<file path="config.mk">
export PLATFORM = sky130hd
export DESIGN_NAME = task_watchdog_supervisor_flat
export DESIGN_NICKNAME = d
export VERILOG_FILES = /design/src/hdl/twd_pkg.sv /design/src/hdl/twd_ifs.sv /design/src/hdl/task_watchdog_supervisor.sv /design/src/hdl/twd_alu.sv /design/src/hdl/twd_table.sv /design/src/hdl/twd_ctrl.sv /design/src/flat_wrapper.sv
export SDC_FILE = /design/constraint.sdc
export NUM_CORES = 2
export LEC_CHECK = 0
export ABC_CLOCK_PERIOD_IN_PS = 23400
export BUFFER_PORTS_ARGS = -buffer_cell sky130_fd_sc_hd__buf_2
export CORE_UTILIZATION = 50
export DETAILED_ROUTE_END_ITERATION = 12
export PLACE_DENSITY = 0.68
export SETUP_SLACK_MARGIN = 0.05
export SLEW_MARGIN = 40
export SYNTH_ARGS = -nofsm -noshare
export SYNTH_HDL_FRONTEND = slang
export SYNTH_SLANG_ARGS = --single-unit
</file>
<file path="constraint.sdc">
create_clock -name clk -period 23.4 [get_ports clk]
set_clock_uncertainty 0.05 [all_clocks]
set_input_delay 2.34 -clock clk [delete_from_list [all_inputs] [get_ports clk]]
set_output_delay 2.34 -clock clk [all_outputs]
set_load 0.01 [all_outputs]
</file>
<file path="src/hdl/twd_pkg.sv">
// ----------------------------------------------------------------------------
// twd_pkg
// Types, codes and helpers shared by the task watchdog supervisor.
// ----------------------------------------------------------------------------
package twd_pkg;

	localparam int          TWD_MAX_ENTRIES     = 8;
	localparam logic [31:0] TWD_HEAP_WARN_RESET = 32'd32768;

	localparam logic [3:0] ERR_BUS_OFF   = 4'd1;
	localparam logic [3:0] ERR_LINK_DOWN = 4'd4;

	typedef enum logic [2:0] {
		CMD_REGISTER     = 3'd0,
		CMD_CHECKIN      = 3'd1,
		CMD_TICK         = 3'd2,
		CMD_REQUEST      = 3'd3,
		CMD_REPORT_ERROR = 3'd4
	} twd_cmd_t;

	typedef enum logic [2:0] {
		MODE_INIT      = 3'd0,
		MODE_CONN_CAN  = 3'd1,
		MODE_CONN_COMM = 3'd2,
		MODE_RUNNING   = 3'd3,
		MODE_ERROR     = 3'd4,
		MODE_FATAL     = 3'd5
	} twd_mode_t;

	typedef enum logic [1:0] {
		KIND_STATUS     = 2'd0,
		KIND_HEAP_LOW   = 2'd1,
		KIND_TASK_STUCK = 2'd2
	} twd_kind_t;

	typedef enum logic [1:0] {
		STS_OK             = 2'd0,
		STS_BAD_TRANSITION = 2'd1,
		STS_BAD_ENTRY      = 2'd2,
		STS_NO_MATCH       = 2'd3
	} twd_status_t;

	typedef enum logic [3:0] {
		S_IDLE,
		S_DECODE,
		S_CHK_RD,
		S_CHK_CMP,
		S_CHK_TEST,
		S_TICK_FLOOR,
		S_TICK_HEAP,
		S_SCAN_RD,
		S_SCAN_SUB,
		S_SCAN_CMP,
		S_SCAN_TEST,
		S_TICK_DONE,
		S_EMIT
	} twd_state_t;

	typedef struct packed {
		logic [2:0]  command;
		logic [31:0] task_id;
		logic [31:0] timeout_ms;
		logic [31:0] now_ms;
		logic [31:0] heap_free_bytes;
		logic [31:0] heap_min_bytes;
		logic [2:0]  wanted_state;
		logic [3:0]  error_code;
	} twd_item_t;

	typedef struct packed {
		twd_kind_t   kind;
		twd_status_t status;
		logic [2:0]  task_index;
		logic [31:0] elapsed_ms;
		twd_mode_t   mode;
		logic [31:0] errors_seen;
		logic [31:0] mode_changes;
		logic [31:0] up_seconds;
		logic [31:0] lowest_heap;
		logic        start_bus;
		logic        bus_recovery;
		logic        last;
	} twd_result_t;

	typedef struct packed {
		logic [31:0] id;
		logic [31:0] timeout;
		logic [31:0] checkin;
	} twd_entry_t;

	typedef struct packed {
		logic        en;
		logic [31:0] a;
		logic [31:0] b;
	} twd_alu_req_t;

	typedef struct packed {
		logic [31:0] diff;
		logic        borrow;
		logic        zero;
	} twd_alu_rsp_t;

	localparam logic [7:0] ALLOWED_NEXT [8] = '{
		8'h02, 8'h14, 8'h18, 8'h16, 8'h22, 8'h00, 8'h00, 8'h00
	};

	function automatic logic mode_allowed(twd_mode_t cur, logic [2:0] wanted);
		logic [7:0] mask;
		mask = ALLOWED_NEXT[cur];
		return (wanted <= 3'(MODE_FATAL)) && mask[wanted];
	endfunction

endpackage

</file>
<file path="src/hdl/twd_ifs.sv">
// ----------------------------------------------------------------------------
// twd channel interfaces
// Valid/ready channels for commands, results and the configuration write.
// ----------------------------------------------------------------------------
interface twd_cmd_if;
	logic        valid;
	logic        ready;
	logic [2:0]  command;
	logic [31:0] task_id;
	logic [31:0] timeout_ms;
	logic [31:0] now_ms;
	logic [31:0] heap_free_bytes;
	logic [31:0] heap_min_bytes;
	logic [2:0]  wanted_state;
	logic [3:0]  error_code;

	modport source (
		output valid, command, task_id, timeout_ms, now_ms, heap_free_bytes,
		       heap_min_bytes, wanted_state, error_code,
		input  ready
	);
	modport sink (
		input  valid, command, task_id, timeout_ms, now_ms, heap_free_bytes,
		       heap_min_bytes, wanted_state, error_code,
		output ready
	);
endinterface

interface twd_rsp_if;
	logic        valid;
	logic        ready;
	logic [1:0]  kind;
	logic [1:0]  status;
	logic [2:0]  task_index;
	logic [31:0] elapsed_ms;
	logic [2:0]  mode;
	logic [31:0] errors_seen;
	logic [31:0] mode_changes;
	logic [31:0] up_seconds;
	logic [31:0] lowest_heap;
	logic        start_bus;
	logic        bus_recovery;
	logic        last;

	modport source (
		output valid, kind, status, task_index, elapsed_ms, mode, errors_seen,
		       mode_changes, up_seconds, lowest_heap, start_bus, bus_recovery, last,
		input  ready
	);
	modport sink (
		input  valid, kind, status, task_index, elapsed_ms, mode, errors_seen,
		       mode_changes, up_seconds, lowest_heap, start_bus, bus_recovery, last,
		output ready
	);
endinterface

interface twd_cfg_if;
	logic        valid;
	logic        ready;
	logic [31:0] data;

	modport source (output valid, data, input ready);
	modport sink (input valid, data, output ready);
endinterface

</file>
<file path="src/hdl/task_watchdog_supervisor.sv">
// ----------------------------------------------------------------------------
// task_watchdog_supervisor
// Task watchdog table with system mode machine, error and uptime statistics.
// ----------------------------------------------------------------------------
//  channel | dir | payload                                   | handshake
//  cmd     | in  | command, task_id, timeout_ms, now_ms, ... | valid/ready
//  rsp     | out | kind, status, task_index, ... , last      | valid/ready
//  cfg     | in  | heap_warn_level write data                | valid/ready
//
//  Register, request state and report error: decoded, then sent from emit.
//  Checkin: read, compare and test per slot, one more read when no slot matches.
//  Tick: read, subtract, compare and test per watched slot, read and subtract per
//  unwatched one, paced by the table read and two shared-subtractor passes.
//  cmd.ready is high only in idle, entered as the closing word is loaded.
//  A stalled rsp holds its word in the output register; the sequencer waits.
//  Reset clears mode, counters and the fill count; table entries are not reset.
module task_watchdog_supervisor import twd_pkg::*; #(
	parameter int MAX_ENTRIES = TWD_MAX_ENTRIES
) (
	input logic    clk,
	input logic    arst_n,
	twd_cfg_if.sink  cfg,
	twd_cmd_if.sink  cmd,
	twd_rsp_if.source rsp
);

	localparam int IDX_W = (MAX_ENTRIES > 1) ? $clog2(MAX_ENTRIES) : 1;

	logic [31:0]      heap_warn_q;
	twd_item_t        item;
	logic             slot_free;
	logic             emit_valid;
	twd_result_t      emit_res;
	twd_result_t      out_q;
	logic             out_valid_q;
	twd_alu_req_t     alu_req;
	twd_alu_rsp_t     alu_rsp;
	logic             tbl_wr_all;
	logic             tbl_wr_ck;
	logic [IDX_W-1:0] tbl_wr_addr;
	twd_entry_t       tbl_wr_entry;
	logic [IDX_W-1:0] tbl_rd_addr;
	twd_entry_t       tbl_rd_entry;

	assign cfg.ready = 1'b1;

	always_ff @(posedge clk or negedge arst_n) begin
		if (!arst_n) begin
			heap_warn_q <= TWD_HEAP_WARN_RESET;
		end else if (cfg.valid) begin
			heap_warn_q <= cfg.data;
		end
	end

	assign item = '{command: cmd.command, task_id: cmd.task_id,
	                timeout_ms: cmd.timeout_ms, now_ms: cmd.now_ms,
	                heap_free_bytes: cmd.heap_free_bytes,
	                heap_min_bytes: cmd.heap_min_bytes,
	                wanted_state: cmd.wanted_state, error_code: cmd.error_code};

	twd_ctrl #(.MAX_ENTRIES(MAX_ENTRIES)) u_ctrl (
		.clk          (clk),
		.arst_n       (arst_n),
		.in_valid     (cmd.valid),
		.in_ready     (cmd.ready),
		.in_item      (item),
		.heap_warn    (heap_warn_q),
		.slot_free    (slot_free),
		.emit_valid   (emit_valid),
		.emit_res     (emit_res),
		.alu_req      (alu_req),
		.alu_rsp      (alu_rsp),
		.tbl_wr_all   (tbl_wr_all),
		.tbl_wr_ck    (tbl_wr_ck),
		.tbl_wr_addr  (tbl_wr_addr),
		.tbl_wr_entry (tbl_wr_entry),
		.tbl_rd_addr  (tbl_rd_addr),
		.tbl_rd_entry (tbl_rd_entry)
	);

	twd_alu u_alu (
		.clk (clk),
		.req (alu_req),
		.rsp (alu_rsp)
	);

	twd_table #(.MAX_ENTRIES(MAX_ENTRIES)) u_table (
		.clk      (clk),
		.wr_all   (tbl_wr_all),
		.wr_ck    (tbl_wr_ck),
		.wr_addr  (tbl_wr_addr),
		.wr_entry (tbl_wr_entry),
		.rd_addr  (tbl_rd_addr),
		.rd_entry (tbl_rd_entry)
	);

	// output word register: load when empty or being drained
	assign slot_free = !out_valid_q || rsp.ready;

	always_ff @(posedge clk or negedge arst_n) begin
		if (!arst_n) begin
			out_valid_q <= 1'b0;
		end else if (slot_free) begin
			out_valid_q <= emit_valid;
		end
	end

	always_ff @(posedge clk) begin
		if (slot_free && emit_valid) begin
			out_q <= emit_res;
		end
	end

	assign rsp.valid        = out_valid_q;
	assign rsp.kind         = out_q.kind;
	assign rsp.status       = out_q.status;
	assign rsp.task_index   = out_q.task_index;
	assign rsp.elapsed_ms   = out_q.elapsed_ms;
	assign rsp.mode         = out_q.mode;
	assign rsp.errors_seen  = out_q.errors_seen;
	assign rsp.mode_changes = out_q.mode_changes;
	assign rsp.up_seconds   = out_q.up_seconds;
	assign rsp.lowest_heap  = out_q.lowest_heap;
	assign rsp.start_bus    = out_q.start_bus;
	assign rsp.bus_recovery = out_q.bus_recovery;
	assign rsp.last         = out_q.last;

endmodule

</file>
<file path="src/hdl/twd_alu.sv">
// ----------------------------------------------------------------------------
// twd_alu
// Shared 32-bit subtract/compare unit with a registered result.
// ----------------------------------------------------------------------------
module twd_alu import twd_pkg::*; (
	input  logic         clk,
	input  twd_alu_req_t req,
	output twd_alu_rsp_t rsp
);

	logic [32:0] sum;
	logic [31:0] diff_q;
	logic        borrow_q;

	assign sum = {1'b0, req.a} - {1'b0, req.b};

	always_ff @(posedge clk) begin
		if (req.en) begin
			diff_q   <= sum[31:0];
			borrow_q <= sum[32];
		end
	end

	assign rsp.diff   = diff_q;
	assign rsp.borrow = borrow_q;
	assign rsp.zero   = (diff_q == 32'd0);

endmodule

</file>
<file path="src/hdl/twd_table.sv">
// ----------------------------------------------------------------------------
// twd_table
// Task table memory: id, timeout and last check-in per slot, registered read.
// ----------------------------------------------------------------------------
module twd_table import twd_pkg::*; #(
	parameter  int MAX_ENTRIES = TWD_MAX_ENTRIES,
	localparam int IDX_W       = (MAX_ENTRIES > 1) ? $clog2(MAX_ENTRIES) : 1
) (
	input  logic             clk,
	input  logic             wr_all,
	input  logic             wr_ck,
	input  logic [IDX_W-1:0] wr_addr,
	input  twd_entry_t       wr_entry,
	input  logic [IDX_W-1:0] rd_addr,
	output twd_entry_t       rd_entry
);

	logic [31:0] mem_id      [MAX_ENTRIES];
	logic [31:0] mem_timeout [MAX_ENTRIES];
	logic [31:0] mem_checkin [MAX_ENTRIES];

	always_ff @(posedge clk) begin
		if (wr_all) begin
			mem_id[wr_addr]      <= wr_entry.id;
			mem_timeout[wr_addr] <= wr_entry.timeout;
		end
		if (wr_all || wr_ck) begin
			mem_checkin[wr_addr] <= wr_entry.checkin;
		end
	end

	always_ff @(posedge clk) begin
		rd_entry.id      <= mem_id[rd_addr];
		rd_entry.timeout <= mem_timeout[rd_addr];
		rd_entry.checkin <= mem_checkin[rd_addr];
	end

endmodule

</file>
<file path="src/hdl/twd_ctrl.sv">
// ----------------------------------------------------------------------------
// twd_ctrl
// Sequencer: mode machine, counters and the table scans over the shared unit.
// ----------------------------------------------------------------------------
module twd_ctrl import twd_pkg::*; #(
	parameter  int MAX_ENTRIES = TWD_MAX_ENTRIES,
	localparam int IDX_W       = (MAX_ENTRIES > 1) ? $clog2(MAX_ENTRIES) : 1,
	localparam int CNT_W       = $clog2(MAX_ENTRIES + 1)
) (
	input  logic             clk,
	input  logic             arst_n,
	input  logic             in_valid,
	output logic             in_ready,
	input  twd_item_t        in_item,
	input  logic [31:0]      heap_warn,
	input  logic             slot_free,
	output logic             emit_valid,
	output twd_result_t      emit_res,
	output twd_alu_req_t     alu_req,
	input  twd_alu_rsp_t     alu_rsp,
	output logic             tbl_wr_all,
	output logic             tbl_wr_ck,
	output logic [IDX_W-1:0] tbl_wr_addr,
	output twd_entry_t       tbl_wr_entry,
	output logic [IDX_W-1:0] tbl_rd_addr,
	input  twd_entry_t       tbl_rd_entry
);

	twd_state_t  state_q, state_d;
	twd_item_t   item_q;
	twd_mode_t   mode_q, mode_d;
	logic [31:0] err_q, err_d;
	logic [31:0] chg_q, chg_d;
	logic [31:0] up_q, up_d;
	logic [31:0] floor_q, floor_d;
	logic [CNT_W-1:0] cnt_q, cnt_d;
	logic [CNT_W-1:0] idx_q, idx_d;
	logic [31:0] elapsed_q, elapsed_d;
	twd_status_t sts_q, sts_d;
	logic [IDX_W-1:0] ridx_q, ridx_d;
	logic        sb_q, sb_d;
	logic        rc_q, rc_d;

	always_ff @(posedge clk or negedge arst_n) begin
		if (!arst_n) begin
			state_q <= S_IDLE;
		end else begin
			state_q <= state_d;
		end
	end

	always_ff @(posedge clk or negedge arst_n) begin
		if (!arst_n) begin
			mode_q    <= MODE_INIT;
			err_q     <= '0;
			chg_q     <= '0;
			up_q      <= '0;
			floor_q   <= '0;
			cnt_q     <= '0;
			idx_q     <= '0;
			elapsed_q <= '0;
			sts_q     <= STS_OK;
			ridx_q    <= '0;
			sb_q      <= 1'b0;
			rc_q      <= 1'b0;
		end else begin
			mode_q    <= mode_d;
			err_q     <= err_d;
			chg_q     <= chg_d;
			up_q      <= up_d;
			floor_q   <= floor_d;
			cnt_q     <= cnt_d;
			idx_q     <= idx_d;
			elapsed_q <= elapsed_d;
			sts_q     <= sts_d;
			ridx_q    <= ridx_d;
			sb_q      <= sb_d;
			rc_q      <= rc_d;
		end
	end

	always_ff @(posedge clk) begin
		if (in_valid && in_ready) begin
			item_q <= in_item;
		end
	end

	always_comb begin
		state_d   = state_q;
		mode_d    = mode_q;
		err_d     = err_q;
		chg_d     = chg_q;
		up_d      = up_q;
		floor_d   = floor_q;
		cnt_d     = cnt_q;
		idx_d     = idx_q;
		elapsed_d = elapsed_q;
		sts_d     = sts_q;
		ridx_d    = ridx_q;
		sb_d      = sb_q;
		rc_d      = rc_q;

		in_ready     = 1'b0;
		alu_req      = '{en: 1'b0, a: 32'd0, b: 32'd0};
		tbl_wr_all   = 1'b0;
		tbl_wr_ck    = 1'b0;
		tbl_wr_addr  = IDX_W'(idx_q);
		tbl_rd_addr  = IDX_W'(idx_q);
		tbl_wr_entry = '{id: item_q.task_id, timeout: item_q.timeout_ms,
		                 checkin: item_q.now_ms};

		// closing status word unless an alarm overrides it
		emit_valid = 1'b0;
		emit_res   = '{kind: KIND_STATUS, status: sts_q, task_index: 3'(ridx_q),
		               elapsed_ms: 32'd0, mode: mode_q, errors_seen: err_q,
		               mode_changes: chg_q, up_seconds: up_q, lowest_heap: floor_q,
		               start_bus: sb_q, bus_recovery: rc_q, last: 1'b1};

		unique case (state_q)
			S_IDLE: begin
				in_ready = 1'b1;
				if (in_valid) begin
					state_d = S_DECODE;
				end
			end
			S_DECODE: begin
				sts_d   = STS_OK;
				ridx_d  = '0;
				sb_d    = 1'b0;
				rc_d    = 1'b0;
				idx_d   = '0;
				state_d = S_EMIT;
				unique case (item_q.command)
					CMD_REGISTER: begin
						if (item_q.task_id == 32'd0 || cnt_q >= CNT_W'(MAX_ENTRIES)) begin
							sts_d = STS_BAD_ENTRY;
						end else begin
							tbl_wr_all  = 1'b1;
							tbl_wr_addr = IDX_W'(cnt_q);
							ridx_d      = IDX_W'(cnt_q);
							cnt_d       = cnt_q + CNT_W'(1);
						end
					end
					CMD_CHECKIN: begin
						if (item_q.task_id == 32'd0) begin
							sts_d = STS_NO_MATCH;
						end else begin
							state_d = S_CHK_RD;
						end
					end
					CMD_TICK: begin
						up_d    = up_q + 32'd1;
						alu_req = '{en: 1'b1, a: item_q.heap_min_bytes, b: floor_q};
						state_d = S_TICK_FLOOR;
					end
					CMD_REQUEST: begin
						if (mode_allowed(mode_q, item_q.wanted_state)) begin
							mode_d = twd_mode_t'(item_q.wanted_state);
							chg_d  = chg_q + 32'd1;
							sb_d   = (item_q.wanted_state == 3'(MODE_CONN_CAN));
						end else begin
							sts_d = STS_BAD_TRANSITION;
						end
					end
					CMD_REPORT_ERROR: begin
						err_d = err_q + 32'd1;
						// link loss drops a running system back to connecting-comm
						if (item_q.error_code == ERR_LINK_DOWN && mode_q == MODE_RUNNING) begin
							mode_d = MODE_CONN_COMM;
							chg_d  = chg_q + 32'd1;
						end
						rc_d = (item_q.error_code == ERR_BUS_OFF);
					end
					default: begin
						state_d = S_IDLE;
					end
				endcase
			end
			S_CHK_RD: begin
				if (idx_q >= cnt_q) begin
					sts_d   = STS_NO_MATCH;
					state_d = S_EMIT;
				end else begin
					state_d = S_CHK_CMP;
				end
			end
			S_CHK_CMP: begin
				alu_req = '{en: 1'b1, a: tbl_rd_entry.id, b: item_q.task_id};
				state_d = S_CHK_TEST;
			end
			S_CHK_TEST: begin
				if (alu_rsp.zero) begin
					tbl_wr_ck = 1'b1;
					state_d   = S_EMIT;
				end else begin
					idx_d   = idx_q + CNT_W'(1);
					state_d = S_CHK_RD;
				end
			end
			S_TICK_FLOOR: begin
				if (alu_rsp.borrow || floor_q == 32'd0) begin
					floor_d = item_q.heap_min_bytes;
				end
				alu_req = '{en: 1'b1, a: item_q.heap_free_bytes, b: heap_warn};
				state_d = S_TICK_HEAP;
			end
			S_TICK_HEAP: begin
				if (alu_rsp.borrow) begin
					emit_valid           = 1'b1;
					emit_res.kind        = KIND_HEAP_LOW;
					emit_res.status      = STS_OK;
					emit_res.task_index  = 3'd0;
					emit_res.errors_seen = err_q + 32'd1;
					emit_res.start_bus   = 1'b0;
					emit_res.bus_recovery = 1'b0;
					emit_res.last        = 1'b0;
					if (slot_free) begin
						err_d   = err_q + 32'd1;
						state_d = S_SCAN_RD;
					end
				end else begin
					state_d = S_SCAN_RD;
				end
			end
			S_SCAN_RD: begin
				state_d = (idx_q >= cnt_q) ? S_TICK_DONE : S_SCAN_SUB;
			end
			S_SCAN_SUB: begin
				// a zero timeout is never overdue
				if (tbl_rd_entry.timeout == 32'd0) begin
					idx_d   = idx_q + CNT_W'(1);
					state_d = S_SCAN_RD;
				end else begin
					alu_req = '{en: 1'b1, a: item_q.now_ms, b: tbl_rd_entry.checkin};
					state_d = S_SCAN_CMP;
				end
			end
			S_SCAN_CMP: begin
				elapsed_d = alu_rsp.diff;
				alu_req   = '{en: 1'b1, a: tbl_rd_entry.timeout, b: alu_rsp.diff};
				state_d   = S_SCAN_TEST;
			end
			S_SCAN_TEST: begin
				if (alu_rsp.borrow) begin
					emit_valid           = 1'b1;
					emit_res.kind        = KIND_TASK_STUCK;
					emit_res.status      = STS_OK;
					emit_res.task_index  = 3'(idx_q);
					emit_res.elapsed_ms  = elapsed_q;
					emit_res.errors_seen = err_q + 32'd1;
					emit_res.start_bus   = 1'b0;
					emit_res.bus_recovery = 1'b0;
					emit_res.last        = 1'b0;
					if (slot_free) begin
						err_d   = err_q + 32'd1;
						idx_d   = idx_q + CNT_W'(1);
						state_d = S_SCAN_RD;
					end
				end else begin
					idx_d   = idx_q + CNT_W'(1);
					state_d = S_SCAN_RD;
				end
			end
			S_TICK_DONE: begin
				state_d = S_EMIT;
			end
			S_EMIT: begin
				emit_valid = 1'b1;
				if (slot_free) begin
					state_d = S_IDLE;
				end
			end
			default: begin
				state_d = S_IDLE;
			end
		endcase
	end

endmodule

</file>
<file path="src/flat_wrapper.sv">
// flat-port wrapper written by rule: the top's interface ports become plain ports
module task_watchdog_supervisor_flat import twd_pkg::*;
#(
	parameter int MAX_ENTRIES = TWD_MAX_ENTRIES
)
  (clk, arst_n, cfg_valid, cfg_data, cfg_ready, cmd_valid, cmd_command, cmd_task_id, cmd_timeout_ms, cmd_now_ms, cmd_heap_free_bytes, cmd_heap_min_bytes, cmd_wanted_state, cmd_error_code, cmd_ready, rsp_valid, rsp_kind, rsp_status, rsp_task_index, rsp_elapsed_ms, rsp_mode, rsp_errors_seen, rsp_mode_changes, rsp_up_seconds, rsp_lowest_heap, rsp_start_bus, rsp_bus_recovery, rsp_last, rsp_ready);
  twd_cfg_if cfg_i ();
  twd_cmd_if cmd_i ();
  twd_rsp_if rsp_i ();
  input logic clk;
  input logic arst_n;
  input wire logic [$bits(cfg_i.valid)-1:0] cfg_valid;
  input wire logic [$bits(cfg_i.data)-1:0] cfg_data;
  output wire logic [$bits(cfg_i.ready)-1:0] cfg_ready;
  input wire logic [$bits(cmd_i.valid)-1:0] cmd_valid;
  input wire logic [$bits(cmd_i.command)-1:0] cmd_command;
  input wire logic [$bits(cmd_i.task_id)-1:0] cmd_task_id;
  input wire logic [$bits(cmd_i.timeout_ms)-1:0] cmd_timeout_ms;
  input wire logic [$bits(cmd_i.now_ms)-1:0] cmd_now_ms;
  input wire logic [$bits(cmd_i.heap_free_bytes)-1:0] cmd_heap_free_bytes;
  input wire logic [$bits(cmd_i.heap_min_bytes)-1:0] cmd_heap_min_bytes;
  input wire logic [$bits(cmd_i.wanted_state)-1:0] cmd_wanted_state;
  input wire logic [$bits(cmd_i.error_code)-1:0] cmd_error_code;
  output wire logic [$bits(cmd_i.ready)-1:0] cmd_ready;
  output wire logic [$bits(rsp_i.valid)-1:0] rsp_valid;
  output wire logic [$bits(rsp_i.kind)-1:0] rsp_kind;
  output wire logic [$bits(rsp_i.status)-1:0] rsp_status;
  output wire logic [$bits(rsp_i.task_index)-1:0] rsp_task_index;
  output wire logic [$bits(rsp_i.elapsed_ms)-1:0] rsp_elapsed_ms;
  output wire logic [$bits(rsp_i.mode)-1:0] rsp_mode;
  output wire logic [$bits(rsp_i.errors_seen)-1:0] rsp_errors_seen;
  output wire logic [$bits(rsp_i.mode_changes)-1:0] rsp_mode_changes;
  output wire logic [$bits(rsp_i.up_seconds)-1:0] rsp_up_seconds;
  output wire logic [$bits(rsp_i.lowest_heap)-1:0] rsp_lowest_heap;
  output wire logic [$bits(rsp_i.start_bus)-1:0] rsp_start_bus;
  output wire logic [$bits(rsp_i.bus_recovery)-1:0] rsp_bus_recovery;
  output wire logic [$bits(rsp_i.last)-1:0] rsp_last;
  input wire logic [$bits(rsp_i.ready)-1:0] rsp_ready;
  assign cfg_i.valid = cfg_valid;
  assign cfg_i.data = cfg_data;
  assign cfg_ready = cfg_i.ready;
  assign cmd_i.valid = cmd_valid;
  assign cmd_i.command = cmd_command;
  assign cmd_i.task_id = cmd_task_id;
  assign cmd_i.timeout_ms = cmd_timeout_ms;
  assign cmd_i.now_ms = cmd_now_ms;
  assign cmd_i.heap_free_bytes = cmd_heap_free_bytes;
  assign cmd_i.heap_min_bytes = cmd_heap_min_bytes;
  assign cmd_i.wanted_state = cmd_wanted_state;
  assign cmd_i.error_code = cmd_error_code;
  assign cmd_ready = cmd_i.ready;
  assign rsp_valid = rsp_i.valid;
  assign rsp_kind = rsp_i.kind;
  assign rsp_status = rsp_i.status;
  assign rsp_task_index = rsp_i.task_index;
  assign rsp_elapsed_ms = rsp_i.elapsed_ms;
  assign rsp_mode = rsp_i.mode;
  assign rsp_errors_seen = rsp_i.errors_seen;
  assign rsp_mode_changes = rsp_i.mode_changes;
  assign rsp_up_seconds = rsp_i.up_seconds;
  assign rsp_lowest_heap = rsp_i.lowest_heap;
  assign rsp_start_bus = rsp_i.start_bus;
  assign rsp_bus_recovery = rsp_i.bus_recovery;
  assign rsp_last = rsp_i.last;
  assign rsp_i.ready = rsp_ready;
  task_watchdog_supervisor #(.MAX_ENTRIES(MAX_ENTRIES)) u_core (.clk(clk), .arst_n(arst_n), .cfg(cfg_i), .cmd(cmd_i), .rsp(rsp_i));
endmodule
</file>
# Word level (Yosys, flattened, before mapping)
# Memory sizes are Yosys's and may differ from the RTL's. A register that Yosys moved wholly into a read port is not among the register bits.
# Index checks and enable logic that the tools add are counted.
# op_classes
add_sub_neg	6
magnitude_cmp	5
n_eq_ne	32
muxes	66
bitwise_logic	2
reduce_logical	30
# ops
operator	count
one-hot mux 65 bit (5 select lines)	1
two-way mux 32 bit	7
two-way mux 65 bit	2
logical NOT 32 bit	4
one-hot mux 32 bit (2 select lines)	2
adder 32 x 1 -> 32 bit (second input constant)	3
two-way mux 4 bit	12
one-hot mux 4 bit (12 select lines)	1
two-way mux 39 bit	1
subtractor 32 x 32 -> 33 bit	1
two-way mux 3 bit	9
equality test 4 x 3 -> 1 bit (second input constant)	5
equality test 4 bit (second input constant)	5
two-way mux 1 bit	16
two-way mux 8 bit	2
one-hot mux 4 bit (4 select lines)	1
inequality test 2 bit (second input constant)	7
one-hot mux 7 bit (2 select lines)	1
one-hot mux 4 bit (3 select lines)	1
AND reduction 4 bit	3
equality test 3 x 2 -> 1 bit (second input constant)	3
adder 4 x 1 -> 4 bit (second input constant)	2
equality test 4 x 1 -> 1 bit (second input constant)	2
equality test 4 x 2 -> 1 bit (second input constant)	2
28 further kinds	48
# totals
reg_bits	591
mem_bits_rw	768
mem_bits_ro	64
in_bits	207
output_inout_bits	176
elab_cells	182
mem_count	4
# mem_list
memory	words	width	read_ports	rd_clocked_by_memory_dff	write_ports	line_no	rtl
u_core.u_table.mem_checkin	8	32	1	1	1	twd_table.sv:20	logic [31:0] mem_checkin [MAX_ENTRIES];
u_core.u_table.mem_id	8	32	1	1	1	twd_table.sv:18	logic [31:0] mem_id [MAX_ENTRIES];
u_core.u_table.mem_timeout	8	32	1	1	1	twd_table.sv:19	logic [31:0] mem_timeout [MAX_ENTRIES];
(no name shown)	8	8	1	0	0	twd_pkg.sv:109	mask = ALLOWED_NEXT[cur];

# Longest topological paths before layout
# depth
word_depth	10
mapped_depth	18
mapped_depth_nobuf	16

# By module
# From an unflattened synthesis, not the netlist that was laid out.
# hier_totals
hier_cells	3375
area_unflattened_um2	57427.6
# modules_own_cells
mod	n_inst	cells_each	area_each_um2	seq_area_each_um2
twd_table	1	1229	30850.8	24984.0
twd_ctrl	1	1557	16963.8	9659.3
task_watchdog_supervisor	1	247	6596.3	6022.0
twd_alu	1	342	3016.6	991.0

# Worst setup path before layout
# OpenSTA, ideal clock, no wires.
# synth_path
path_type	reg2out
from	reg u_core.u_ctrl.state_q[0]
to	out cmd_ready
t_arrival_ns	1.338
required_time_ns	21.010
slack_ns	19.672
path_stages_with_launch	4
cell_sequence	dfrtp_1 clkbuf_1 clkbuf_1 nor4_1
# synth_via
elab_chain_cells	2
# synth_rtl
item	line_no	rtl
start, declared	twd_ctrl.sv:29	twd_state_t state_q, state_d;
start signal, assigned	twd_ctrl.sv:48	state_q <= state_d;
logical NOT 4 bit	twd_ctrl.sv:119	unique case (state_q)
two-way mux 1 bit	twd_ctrl.sv:119	
end, declared	flat_wrapper.sv:24	output wire logic [$bits(cmd_i.ready)-1:0] cmd_ready;
# No other way between the ends.

# Worst setup path in the final report
# layout_path
from	reg u_core.u_ctrl.state_q[0]
to	reg u_core.u_alu.diff_q[28] (data pin)
# layout_via
elab_chain_cells	3
word_cells_on_any_way	7
classes_between	add/sub: 1; eq/ne: 5; mux: 1
# layout_rtl
item	line_no	rtl
equality test 4 bit, or another cell as far along	twd_ctrl.sv:119	
one-hot mux 65 bit (5 select lines) (*)	twd_ctrl.sv:119	
subtractor 32 x 32 -> 33 bit (*)	twd_alu.sv:15	assign sum = {1'b0, req.a} - {1'b0, req.b};
named net u_core.u_alu.sum[28]	twd_alu.sv:11	logic [32:0] sum;
end signal, assigned	twd_alu.sv:19	diff_q <= sum[31:0];
end, declared	twd_alu.sv:12	logic [31:0] diff_q;
# The timed path passes the listed nets; every way through them passes the cells marked *.
# A chain may end at the register's enable or synchronous reset.

==> impl_metrics.csv <==
group,metric,value,unit
setup_path,reg2regPathDepth,14,
placed_design,hpwlAfterDp,92500,um
layout,layout-drive-gt1-share,27.9,%
power_and_ir_drop,power.density,126,nW/um2
detailed_routing,ant_nets,0,
timing,maxSlewHeadroom,41.7,%
layout,num-nets-final,3865,
min_path,hp-start,"u_core.u_ctrl.up_q[30]",
timing,hold_viol,0,
synthesis,ys_ff_latch,1455,
synthesis,syn_area_per_cell,17.6,um2
detailed_routing,wl_met2,65100,um
global_routing,antenna_found_initial,15,
detailed_routing,drt_first_pass_iters,7,
clocking,h-tree-depth,4,
timing,worstMarginPinSlew,874,ps
global_routing,grt-ovfl-total,0,
synthesis,synth_top_area_share,61.6,%
floorplanning,top_level_ports,383,
floorplanning,die_h,336,um
clocking,clk_latency,770,ps
min_path,min_to,"u_core.rsp.up_seconds[30]",
global_routing,grt_pass1_vias,29700,
global_routing,grt_max_degree,155,
setup_path,cp_slowest_cell,"dfrtp_1",
floorplanning,dieArea,113000,um2
detailed_routing,wl_per_cell,26.8,um
synthesis,synth_area,55700,um2
timing,rsz0062_at_grt,"false",
layout,multi_input_comb_area,13600,um2
layout,final_area,64700,um2
detailed_routing,route.met3.wl,12700,um
clocking,cts.clk_slew.worst_paths,60,ps
floorplanning,initial_core_util,50.4,%
clocking,cts_resized,0,
setup_path,worstReg2RegStart,"u_core.u_ctrl.state_q[0]",
layout,fillerInstances,8384,
floorplanning,design.core.area,111000,um2
setup_path,path_cells,"or4b_1 > nor3_4 > buf_4 > nand2_1 > nand2_1 > a21oi_1 > fa_1 > a21o_1 > a221oi_1 > nand4_1 > a221o_1 > a221oi_1 > o31ai_1 > xor2_1",
floorplanning,placementRows,122,
clocking,hold_buffers,0,
detailed_routing,drt_wl_total,140000,um
timing,finalSetupViolations,0,
synthesis,synth_edf_count,1144,
detailed_routing,wl_met1,59200,um
timing,min_period_over_period,27.5,%
min_path,hold-path-cell-count,0,
setup_path,max_stage_delay,800,ps
floorplanning,die_w,336,um
outcome,outcome,"finished clean",
synthesis,synth_cells,3172,
layout,syn_to_final_growth,16.1,%
detailed_routing,vias_per_cell,5.80,
synthesis,yosysUniqueCellTypes,72,
timing,fmax,155,MHz
synthesis,synth_nets,3426,
setup_path,critPathRequiredTime,23850,ps
layout,final-seq-area,41700,um2
power_and_ir_drop,ir_drop,0.0000915,V
setup_path,r2r_end,"u_core.u_alu.diff_q[28]",
setup_path,end_kind,"flip-flop",
clocking,cts.path.max_buffers,3,
detailed_routing,detailroute.via_count,30400,
global_routing,grt_usage,24.9,%
setup_path,crit_arrival,6890,ps
synthesis,synthFlopType,"edfxtp_1",
synthesis,synthArstFlopShare,14.8,%
min_path,min_path_type,"flip-flop to flip-flop",
global_routing,grt_pass1_wl,202000,um
timing,timing.final.crit_period,6440,ps
setup_path,crit_fanout,65,
synthesis,yosys_warnings,0,
placed_design,place.gp.congestion,0.895,
synthesis,synth_area_leaders,"edfxtp_1, dfrtp_1, mux4_2",
synthesis,ys_seq_area_share,74.7,%
power_and_ir_drop,p_leak,23.1,nW
clocking,clock_sinks,1455,
timing,tns,0,ps
detailed_routing,drcViolationCount,0,
synthesis,synth_top_area_cell,"edfxtp_1",
setup_path,cp-start-kind,"flip-flop",
placed_design,placed_cell_area,59700,um2
setup_path,r2r_slack,16960,ps
detailed_routing,dr.max_layer_used,"met5",
clocking,cts_root_buf,"clkbuf_16",
detailed_routing,drtIter0Drc,3397,
clocking,cts_tree,"built",
clocking,postCtsSetupBuffers,0,
clocking,numCtsBuffers,150,
timing,maxSlewViolCount,0,
run,maxCapViolations,0,
setup_path,critical_path_class,"flip-flop to flip-flop",
placed_design,port_buffers,381,
-- placed cells by master (no fill, tap or decap), drive strengths merged, types with 13 or more instances in the layout --
cell type and n:
nand4 71, o21ai 25, mux4 192, and4 15
a21o 16, dfrtp 214, dfxtp 96, clkbuf 216
and3 25, nor2 82, buf 431, inv 34
a22oi 31, ha 46, xnor2 109, clkinv 47
a21oi 74, mux2 163, nand2 361, and2 41
a222oi 32, nor3 13, edfxtp 1144, nand3 47
nor4 37, xor2 52
-- power breakdown --
| group | switching [mW] | leakage (nW) | internal [mW] |
|---|---|---|---|
| registers | 0.387 | 14.0 | 3.29 |
| logic | 1.15 | 6.74 | 0.944 |
| clock network | 1.01 | 2.40 | 1.35 |
-- metal layers --
layer,vias up,GRT usage [%]
met5,-,0
met4,14,6.71
met3,193,5.74
met2,1406,38.5
met1,15500,35.8
li1,13200,-
-- synthesized netlist by cell type, types with 24 or more instances --
cell      number
nand2_1      361
nand3_1       47
nor2_1        81
mux4_2       192
a222oi_1      32
xnor2_1      109
o21ai_0       24
dfxtp_1       96
a21oi_1       74
nand4_1       71
buf_1         29
ha_1          46
edfxtp_1    1144
dfrtp_1      214
clkbuf_1     107
xor2_1        52
and2_1        41
nor4_1        36
and3_1        25
mux2_2       163
a22oi_1       31
inv_1         25
-- worst max path at each step --
| stage | startpoint | end | slack [ps] |
|---|---|---|---|
| 2_1_floorplan | rsp_ready | u_core.rsp.bus_recovery | 13090 |
| 3_3_place_gp | u_core.u_ctrl.state_q[0] | u_core.u_alu.diff_q[24] | 16800 |
| 3_5_place_dp | u_core.u_ctrl.state_q[0] | u_core.u_alu.diff_q[28] | 17020 |
| 4_1_cts | u_core.u_ctrl.state_q[0] | u_core.u_alu.diff_q[28] | 17020 |
| 5_1_grt | u_core.u_ctrl.state_q[0] | u_core.u_alu.diff_q[28] | 16690 |
| 6_report | u_core.u_ctrl.state_q[0] | u_core.u_alu.diff_q[28] | 16960 |
-- critical path: cells and delay by family, from the launching register on --
kind,cells,cell delay [ps]
and+or+nand+nor,5,1840
DFF,1,800
buffers and inverters,1,710
xor gates and xnor gates,1,170
adders and majority gates,1,480
AOI/OAI and AO/OA,6,2080
-- state kept, by name, summed over array words and instances, names as in the netlist, 32 cells and up --
register	flops
u_core.u_table.mem_checkin	256
u_core.u_table.mem_id	256
u_core.u_table.mem_timeout	256
u_core.u_ctrl.tbl_wr_entry	96
u_core.u_table.rd_entry	96
u_core.u_ctrl.item_q	74
u_core.heap_warn_q	32
u_core.rsp.elapsed_ms	32
u_core.rsp.errors_seen	32
u_core.rsp.lowest_heap	32
u_core.rsp.mode_changes	32
u_core.rsp.up_seconds	32
u_core.u_alu.diff_q	32
u_core.u_ctrl.chg_q	32
u_core.u_ctrl.elapsed_q	32
u_core.u_ctrl.err_q	32
u_core.u_ctrl.floor_q	32
u_core.u_ctrl.up_q	32
-- kinds of logic (layout without fill, tap and decap cells) --
logic type	count (synthesis)	after routing	synth area share, %
AOI/OAI and AO/OA	254	254	3.19
adders and majority gates	47	47	1.07
buffers and inverters	171	739	1.18
xor gates and xnor gates	161	161	2.53
and+or+nand+nor	726	726	6.19
DFF	1455	1455	74.7
muxes	357	357	11.1
other	1	5	0.00673
-- final cells by class --
| cell class | instances | share of cell area [%] |
|---|---|---|
| diodes | 4 | 0.0155 |
| clock buffers | 216 | 6.51 |
| clock inverters | 65 | 1.13 |
| inverters | 27 | 0.157 |
| multi-input cells | 1546 | 21.1 |
| flip-flops and latches | 1455 | 64.4 |
| well taps | 1488 | 2.88 |
| repair buffers | 431 | 3.85 |
-- stage by stage --
step,power (mW),cells,util (%),hold WS (ps),setup WS (ps)
after floorplan,5.08,3172,-,375,13090
after global placement,5.77,4939,53.8,384,16800
after detailed placement,5.80,4945,54.0,400,17020
after CTS,8.15,5226,58.5,415,17020
after global routing,8.48,5228,58.5,413,16690
final,8.13,5232,58.5,410,16960
Power figures use the tool's default switching activity.
